--- src/hdl/dmxrx_pkg.sv ---
// Shared constants, codes and control types for the DMX512 frame receiver.
package dmxrx_pkg;

  // Default frame length in channels.
  localparam int CHANNELS_DEF = 512;

  // Width of channel counts: holds 0 to 1023, enough for 512.
  localparam int CNT_W = 10;

  // Counter width of the frame statistics.
  localparam int CTR_W = 32;

  // Reset value of the minimum channel count register.
  localparam logic [CNT_W-1:0] MIN_FRAME_RST = 10'd16;

  // Non-empty frames shorter than this are always noise.
  localparam logic [CNT_W-1:0] MIN_GOOD_CHANNELS = 10'd16;

  // Start code and noise byte patterns.
  localparam logic [7:0] OPEN_CODE = 8'h00;
  localparam logic [7:0] NOISE_A   = 8'h55;
  localparam logic [7:0] NOISE_B   = 8'hAA;
  localparam logic [7:0] NOISE_C   = 8'hDD;

  // Noise ratio limit as an integer fraction: noise/channels > 99/100.
  localparam int RATIO_W     = 17;
  localparam int NOISE_SCALE = 100;
  localparam int NOISE_LIMIT = 99;

  // Item modes.
  localparam logic [1:0] MODE_BYTE  = 2'd0;
  localparam logic [1:0] MODE_GAP   = 2'd1;
  localparam logic [1:0] MODE_BREAK = 2'd2;
  localparam logic [1:0] MODE_READ  = 2'd3;

  // Frame event codes.
  localparam logic [1:0] EV_NONE   = 2'd0;
  localparam logic [1:0] EV_ACCEPT = 2'd1;
  localparam logic [1:0] EV_NOISE  = 2'd2;

  // Controller to datapath commands.
  typedef struct packed {
    logic take;
    logic exec;
    logic check;
    logic copy;
    logic read;
    logic finish;
  } dmxrx_cmd_t;

  // Datapath to controller status.
  typedef struct packed {
    logic commit_req;
    logic read_req;
    logic start_copy;
    logic copy_done;
    logic out_free;
  } dmxrx_status_t;

endpackage

--- src/hdl/dmxrx_ctrl.sv ---
// Controller state machine for the DMX512 frame receiver.
module dmxrx_ctrl import dmxrx_pkg::*; (
  input  logic          clk,
  input  logic          rst,
  input  logic          in_valid,
  input  dmxrx_status_t status,
  output dmxrx_cmd_t    cmd,
  output logic          busy
);

  localparam logic [2:0] S_IDLE   = 3'd0;
  localparam logic [2:0] S_EXEC   = 3'd1;
  localparam logic [2:0] S_CHECK  = 3'd2;
  localparam logic [2:0] S_COPY   = 3'd3;
  localparam logic [2:0] S_READ   = 3'd4;
  localparam logic [2:0] S_FINISH = 3'd5;

  logic [2:0] state;
  logic [2:0] state_next;

  always_ff @(posedge clk) begin
    if (rst) begin
      state <= S_IDLE;
    end else begin
      state <= state_next;
    end
  end

  always_comb begin
    state_next = state;
    cmd        = '0;
    case (state)
      S_IDLE: begin
        cmd.take = in_valid;
        if (in_valid) begin
          state_next = S_EXEC;
        end
      end
      S_EXEC: begin
        cmd.exec = 1'b1;
        if (status.commit_req) begin
          state_next = S_CHECK;
        end else if (status.read_req) begin
          state_next = S_READ;
        end else begin
          state_next = S_FINISH;
        end
      end
      S_CHECK: begin
        cmd.check = 1'b1;
        state_next = status.start_copy ? S_COPY : S_FINISH;
      end
      S_COPY: begin
        cmd.copy = 1'b1;
        if (status.copy_done) begin
          state_next = S_FINISH;
        end
      end
      S_READ: begin
        cmd.read = 1'b1;
        state_next = S_FINISH;
      end
      S_FINISH: begin
        // hold until the output register can take the word
        if (status.out_free) begin
          cmd.finish = 1'b1;
          state_next = S_IDLE;
        end
      end
      default: begin
        state_next = S_IDLE;
      end
    endcase
  end

  assign busy = (state != S_IDLE);

endmodule

--- config.mk ---
export PLATFORM = sky130hd
export DESIGN_NAME = dmxrx_ctrl
export DESIGN_NICKNAME = d
export VERILOG_FILES = /design/src/hdl/dmxrx_pkg.sv /design/src/hdl/dmxrx_ctrl.sv
export SDC_FILE = /design/constraint.sdc
export NUM_CORES = 1
export LEC_CHECK = 0
export BUFFER_PORTS_ARGS = -buffer_cell sky130_fd_sc_hd__clkbuf_2
export CAP_MARGIN = 20
export CELL_PAD_IN_SITES_DETAIL_PLACEMENT = 0
export CELL_PAD_IN_SITES_GLOBAL_PLACEMENT = 2
export CORE_MARGIN = 3
export CORE_UTILIZATION = 17
export DETAILED_ROUTE_END_ITERATION = 16
export PLACE_DENSITY = 0.69
export SYNTH_ARGS = -nofsm -noshare
export SYNTH_HDL_FRONTEND = slang
export SYNTH_SLANG_ARGS = --single-unit
--- constraint.sdc ---
create_clock -name clk -period 1.4 [get_ports clk]
set_input_delay 0.21 -clock clk [delete_from_list [all_inputs] [get_ports clk]]
set_output_delay 0.21 -clock clk [all_outputs]
set_load 0.05 [all_outputs]
Yosys cells after proc, flatten, opt, wreduce, memory -nomap -nowiden
Index checks and enable logic that the tools add are counted.
{ "totals": {"register_bits": 3, "latchBits": 0, "ram_bits": 0, "mem_bits_ro": 0, "in_bits": 8, "output_inout_bits": 7, "mem_count": 0} }
{ "classes": {"add_sub_neg": 0, "n_mul": 0, "n_div": 0, "order_cmp": 0, "eq_ne": 8, "n_shift": 0, "n_mux": 14, "bitwise_logic": 0, "reduce_logical": 3} }
{ "ops": {"columns": ["operator", "n"], "rows": [
  ["case mux 3 bit (6 select lines)", 1],
  ["two-way mux 3 bit", 5],
  ["two-way mux 1 bit", 8],
  ["equality test 3 x 2 -> 1 bit, second input constant", 2],
  ["equality test 3 bit, second input constant", 2],
  ["inequality test 2 bit, second input constant", 3],
  ["equality test 3 x 1 -> 1 bit, second input constant", 1],
  ["zero test 3 bit", 1],
  ["AND reduction 3 bit", 1],
  ["nonzero test 3 bit", 1]
]} }

Longest topological paths before layout
Gate-level depths: netlist of the first run.
{ "depth": {"ltp_word": 3, "mapped_depth": 4, "ltp_nobuf": 3} }

Worst setup path after synthesis of the first run
OpenSTA, ideal clock, no wires.
{ "synth_timing": {"kind": "register to output", "startpoint": "reg state[0]", "endpoint": "out cmd[5] (netlist name)", "arrival_time_ns": 1.759, "t_required_ns": 1.190, "path_slack_ns": -0.569, "stages_incl_launch_ff": 4, "cell_sequence": "dfxtp_1 -> buf_6 -> or3_2 -> nor2_1"} }
{ "synth_lines": {"columns": ["element", "line_no", "rtl"], "rows": [
  ["start, declared", "dmxrx_ctrl.sv:18", "logic [2:0] state;"],
  ["start signal, assigned", "dmxrx_ctrl.sv:25", "state <= state_next;"],
  ["end, declared", "dmxrx_ctrl.sv:7", "output dmxrx_cmd_t cmd,"]
]} }

==> results of run 1 <==
-- critical path: stages, from the launching register on --
cell and delay (ns):
dfxtp_2 0.31, or3_4 0.40, nor2_4 0.10, buf_8 0.15
-- synth_stat cells, drive strengths merged, types with 2 or more instances --
library cell | instances | area, µm²
dfxtp | 3 | 60.1
nor3 | 2 | 10.0
inv | 3 | 11.3
nand2b | 2 | 12.5
and3 | 2 | 13.8
nor2 | 4 | 15.0
-- per-stage QoR --
step | instance area, µm² | cells
after CTS | 407 | 63
after global placement | 329 | 59
after global routing | 437 | 63
after detailed placement | 329 | 59
after floorplan | 235 | 30
final | 437 | 63
-- cell usage in the layout, fill, tap and decap left out --
master    synthesis  routed
buf_4             0       2
dfxtp_2           0       2
nand2b_1          2       1
or3_4             0       1
nand2b_4          0       1
o211ai_1          1       1
and3_1            1       1
nor2_2            0       1
buf_8             0       3
nand2_1           1       1
clkbuf_4          0       3
and2_1            1       1
and3_2            1       1
clkbuf_1          0       1
nor3_2            0       1
nand3b_1          1       1
nor2_1            4       1
dfxtp_1           3       1
clkbuf_8          0       1
nor3_1            2       1
nor3b_1           1       1
nor2_4            0       2
inv_1             3       2
a31oi_1           1       1
and2b_2           1       1
buf_2             0       1
buf_6             1       3
a21oi_1           1       1
inv_2             0       1
o31ai_1           1       1
or4b_1            1       1
clkbuf_2          1       7
o31a_1            1       1
-- power by group --
group | leakage (nW) | internal (mW) | switching (mW)
clock network | 0.0150 | 0.107 | 0.0467
registers | 0.0253 | 0.0981 | 0.00676
logic | 0.155 | 0.109 | 0.163
total | 0.195 | 0.314 | 0.217
-- per-layer routing --
| metal | GRT usage | vias to the layer above | share of wire |
|---|---|---|---|
| li1 | - | 146 | - |
| met3 | 0.0730 | 0 | 0.094 |
| met1 | 0.0934 | 131 | 0.42 |
| met5 | 0 | - | 0 |
| met2 | 0.125 | 13 | 0.48 |
| met4 | 0.0186 | 0 | 0 |
-- worst min path at each step --
stage                                  endpoint  start  cells after the start
final                     state[0]$_SDFFE_PP0P_    rst                      2
after global placement    state[1]$_SDFFE_PP0P_    rst                      2
after global routing      state[2]$_SDFFE_PP0P_    rst                      2
after floorplan           state[0]$_SDFFE_PP0P_    rst                      1
after detailed placement  state[0]$_SDFFE_PP0P_    rst                      2
after CTS                 state[1]$_SDFFE_PP0P_    rst                      2
-- layout make-up --
type	count	share of cell area
multi-input combinational	22	0.393
timing repair buffer	17	0.338
sequential	3	0.143
clock buffer	4	0.0602
tap	14	0.0401
inverter	3	0.0258
-- cell families after synthesis --
| group | Yosys count | synth area share |
|---|---|---|
| compound gates | 5 | 0.156 |
| buf+inv | 5 | 0.122 |
| flops | 3 | 0.267 |
| simple gates | 17 | 0.456 |
-- what timing repair did --
item	in CTS	in global routing
setup buffers	0	0
endpoints found under the setup margin	7	7
gates resized for setup	12	15
pin swaps	1	2
==> results.py, run 1 <==
metrics = {
    "status": {
        "status": "finished, violations left",
        "violations": "negative setup slack",
    },
    "logic_synthesis": {
        "synth_edf_count": 0,
        "synth.distinct_cells": 21,
        "ys_seq_elements": 3,
        "netlist_area_um2": 225,
        "avgSynthCellArea_um2": 7.51,
        "syn_nets": 38,
        "async_reset_ff_frac": 0,
        "yosysWarnings": 0,
        "syn_inst": 30,
        "seq_area_frac_synth": 0.267,
        "synthFlopType": "dfxtp_1",
    },
    "drt": {
        "drtIter0Drc": 1,
        "viasPerCell": 4.60,
        "wirelength_um": 704,
        "vias": 290,
        "ant_nets": 0,
        "wl_per_cell_um": 11.2,
        "first_pass_iters": 2,
        "drc_errors": 0,
    },
    "global_route": {
        "overflow": 0,
        "grt_usage": 0.0853,
        "grt_pass1_wl_um": 1130,
        "antenna_found_initial": 0,
        "first_global_vias": 281,
        "grt_start_max_net_pins": 10,
    },
    "power": {
        "finalPower_uw": 531,
        "vdd_drop_max_mv": 0.437,
        "p_leak_nw": 0.195,
        "power_density_nw_per_um2": 1220,
    },
    "die": {
        "die_y_um": 42.4,
        "start_util": 0.192,
        "die_area_um2": 1800,
        "die_w_um": 42.4,
        "coreArea_um2": 1170,
        "ioPinCount": 15,
        "floorplan.rows": 12,
    },
    "layout": {
        "largest_reg_flops": 3,
        "antenna-diode-count": 0,
        "largest_register": "state",
        "nFillCells": 135,
        "final_core_util": 0.373,
        "syn2layout_area_growth_pct": 93.9,
        "regArea_um2": 62.6,
        "largest_registers": "state: 3 flops",
        "drive_gt1_frac": 0.633,
        "multi_input_area_um2": 171,
        "fin_nets": 58,
    },
    "job": {
        "max-cap-violations": 0,
    },
    "worst_setup_path": {
        "worst-setup-path-type": "reg2out",
        "timing.rr.start": "state[0]$_SDFFE_PP0P_",
        "r2r_end": "state[2]$_SDFFE_PP0P_",
        "rrSetupSlack_ns": 0.14,
        "required_ns": 1.19,
        "critical_path_arrival_ns": 1.19,
        "crit_path_max_fanout": 2,
        "ff2ff_path_depth": 3,
        "crit_path_start": "state[0]$_SDFFE_PP0P_",
        "endpoint": "cmd[5]",
        "end_kind": "output pin",
        "critPathLaunchType": "flop",
    },
    "cts": {
        "path_clk_slew_ns": 0.03,
        "ctsHoldBuffers": 0,
        "cts_root_buf": "clkbuf_4",
        "htree_levels": 1,
        "clk_latency_ns": 0.23,
        "clock-sinks": 3,
        "cts_tree": "done",
        "numCtsBuffers": 3,
        "cts_buffer_depth": 2,
    },
    "place": {
        "gp_congestion": 0.823,
        "dp_hpwl_um": 499,
        "place.port_buffers": 14,
        "dp_slack_ns": 0.0387,
    },
    "timing": {
        "hold_violations": 0,
        "skew_ns": 0.00412,
        "worst_pin_slew_ns": 0.246,
        "fmax_mhz": 713,
        "worst_slack_ns": -0.00194,
        "worst_hold_slack_ns": 0.166,
        "drv_slew": 0,
        "period_needed_ns": 1.40,
        "relSlewSlack": 0.837,
        "setup_viol": 1,
        "rsz0062_at_grt": "true",
        "tns_ns": -0.00194,
        "period_share": 1.00,
    },
    "worst_hold_path": {
        "hp-class": "in2reg",
    },
}
(Power assumes the default switching activity.)
==> inputs of run 2 (changes only) <==
--- a/config.mk
+++ b/config.mk
@@ -9,10 +9,10 @@
 export CAP_MARGIN = 20
 export CELL_PAD_IN_SITES_DETAIL_PLACEMENT = 0
 export CELL_PAD_IN_SITES_GLOBAL_PLACEMENT = 2
-export CORE_MARGIN = 3
+export CORE_MARGIN = 2
 export CORE_UTILIZATION = 17
 export DETAILED_ROUTE_END_ITERATION = 16
-export PLACE_DENSITY = 0.69
+export PLACE_DENSITY_LB_ADDON = 0.1
 export SYNTH_ARGS = -nofsm -noshare
 export SYNTH_HDL_FRONTEND = slang
 export SYNTH_SLANG_ARGS = --single-unit
==> constraint.sdc (replaced) <==
create_clock -name clk -period 1.4 [get_ports clk]
set_input_delay 0.07 -clock clk [delete_from_list [all_inputs] [get_ports clk]]
set_output_delay 0.07 -clock clk [all_outputs]
set_load 0.05 [all_outputs]
==> results.py, run 2 (synthesis gave the netlist of run 1 again) <==
metrics = {
    "layout": {
        "largest_reg_flops": 3,
        "mostFrequentLayoutCell": "clkbuf_2",
        "fin_nets": 57,
        "largest_register": "state",
        "drive_gt1_frac": 0.521,
        "final_core_util": 0.284,
        "antenna-diode-count": 0,
        "largest_registers": "state: 3 flops",
        "fin_cells": 63,
        "syn2layout_area_growth_pct": 60.0,
        "layout_common_cells": "clkbuf_2 (12), inv_1 (3), nor2_1 (3), clkbuf_4 (3)",
    },
    "die": {
        "coreArea_um2": 1270,
        "floorplan.rows": 13,
        "start_util": 0.178,
        "die_w_um": 40.4,
        "ioPinCount": 15,
        "die_y_um": 40.4,
        "die_area_um2": 1630,
    },
    "cts": {
        "clock-sinks": 3,
        "cts_buffer_depth": 2,
        "ctsHoldBuffers": 0,
        "numCtsBuffers": 3,
        "htree_levels": 1,
        "path_clk_slew_ns": 0.04,
        "clk_latency_ns": 0.23,
        "cts_root_buf": "clkbuf_4",
        "cts_tree": "done",
    },
    "drt": {
        "wirelength_um": 605,
        "ant_nets": 0,
        "drtIter0Drc": 0,
        "drc_errors": 0,
        "first_pass_iters": 1,
        "vias": 267,
        "viasPerCell": 4.24,
        "wl_per_cell_um": 9.60,
    },
    "worst_setup_path": {
        "cp_slowest_stage_delay_ns": 0.36,
        "critPathLaunchType": "flop",
        "crit_path_max_fanout": 6,
        "worst-setup-path-type": "reg2out",
        "path_cells": "buf_4 > inv_1 > nor3_2 > buf_2",
        "end_kind": "output pin",
        "cp_slowest_cell": "dfxtp_1",
        "required_ns": 1.33,
        "critical_path_arrival_ns": 1.24,
    },
    "worst_hold_path": {
        "hp-class": "in2reg",
    },
    "global_route": {
        "overflow": 0,
        "antenna_found_initial": 0,
        "first_global_vias": 267,
        "grt_usage": 0.0972,
        "grt_start_max_net_pins": 11,
        "grt_pass1_wl_um": 945,
    },
    "timing": {
        "rsz0062_at_grt": "false",
        "tns_ns": 0,
        "setup_viol": 0,
        "fmax_mhz": 766,
        "hold_violations": 0,
        "worst_pin_slew_ns": 0.277,
        "period_share": 0.933,
        "period_needed_ns": 1.31,
        "skew_ns": 0.00185,
        "relSlewSlack": 0.816,
        "drv_slew": 0,
    },
    "power": {
        "vdd_drop_max_mv": 0.339,
        "finalPower_uw": 478,
        "power_density_nw_per_um2": 1330,
        "p_leak_nw": 0.173,
    },
    "place": {
        "place.port_buffers": 14,
        "gp_congestion": 0.727,
        "dp_hpwl_um": 501,
        "placedCellCount": 59,
    },
    "job": {
        "max-cap-violations": 0,
    },
    "status": {
        "status": "completed",
    },
}
[run 2: changes by cell type in the layout (fill, tap and decap cells not counted)]
cell / previous run / this run
buf_8: 3 / 0
inv_1: 2 / 3
nor2_1: 1 / 3
nor2_4: 2 / 0
nand2b_1: 1 / 2
dfxtp_1: 1 / 2
buf_6: 3 / 0
inv_2: 1 / 0
clkbuf_2: 7 / 12
dfxtp_2: 2 / 1
nand2b_4: 1 / 0
[run 2: through the flow]
step           area [µm²]  setup WS [ns]  hold slack, ns
2_1_floorplan         233         -0.200           0.139
3_3_place_gp          320          0.146           0.267
3_5_place_dp          320          0.119           0.267
4_1_cts               360         0.0417          0.0124
5_1_grt               360         0.0150          0.0268
6_report              360         0.0939          0.0284
[run 2: path summary, 6_finish.rpt]
check                   startpoint               endpoint  slack (ns)  cells after the start
min                            rst  state[0]$_SDFFE_PP0P_        0.03                      2
min reg2reg  state[2]$_SDFFE_PP0P_  state[1]$_SDFFE_PP0P_        0.56                      2
max reg2reg  state[0]$_SDFFE_PP0P_  state[2]$_SDFFE_PP0P_        0.14                      3
max          state[0]$_SDFFE_PP0P_                 cmd[4]        0.09                      4
[run 2: layout make-up]
cell class | instances | area (µm²)
Timing Repair Buffer | 16 | 93.8
Multi-Input combinational cell | 22 | 149
Fill cell | 153 | 908
Clock buffer | 4 | 26.3
Inverter | 3 | 11.3
Sequential cell | 3 | 61.3
Tap cell | 15 | 18.8
[run 2: timing repair]
action	in CTS	in global routing
setup endpoints to repair	2	1
endpoints found under the hold margin	0	0
pin swaps	0	0
buffers inserted	0	0
gates resized for setup	4	1
[run 2: where the power goes]
part / leakage, nW / switching (mW) / internal, mW / total [mW]
clock network: 0.0150 / 0.0446 / 0.107 / 0.151
registers: 0.0251 / 0.0109 / 0.0970 / 0.108
logic: 0.132 / 0.140 / 0.0788 / 0.219
[run 2: per-layer routing]
metal / vias up / track usage / share of wire / routed length (µm)
li1: 139 / - / - / -
met1: 119 / 0.0874 / 0.40 / 244
met2: 9 / 0.147 / 0.53 / 322
met3: 0 / 0.0389 / 0.063 / 38
met4: 0 / 0.125 / 0 / 0
met5: - / 0 / 0 / 0
[run 2: worst max-delay path: cells and delay by family (launching register included)]
kind,cells,cell delay (ns)
buffers and inverters,3,0.49
flip-flops,1,0.36
AND/OR/NAND/NOR,1,0.15
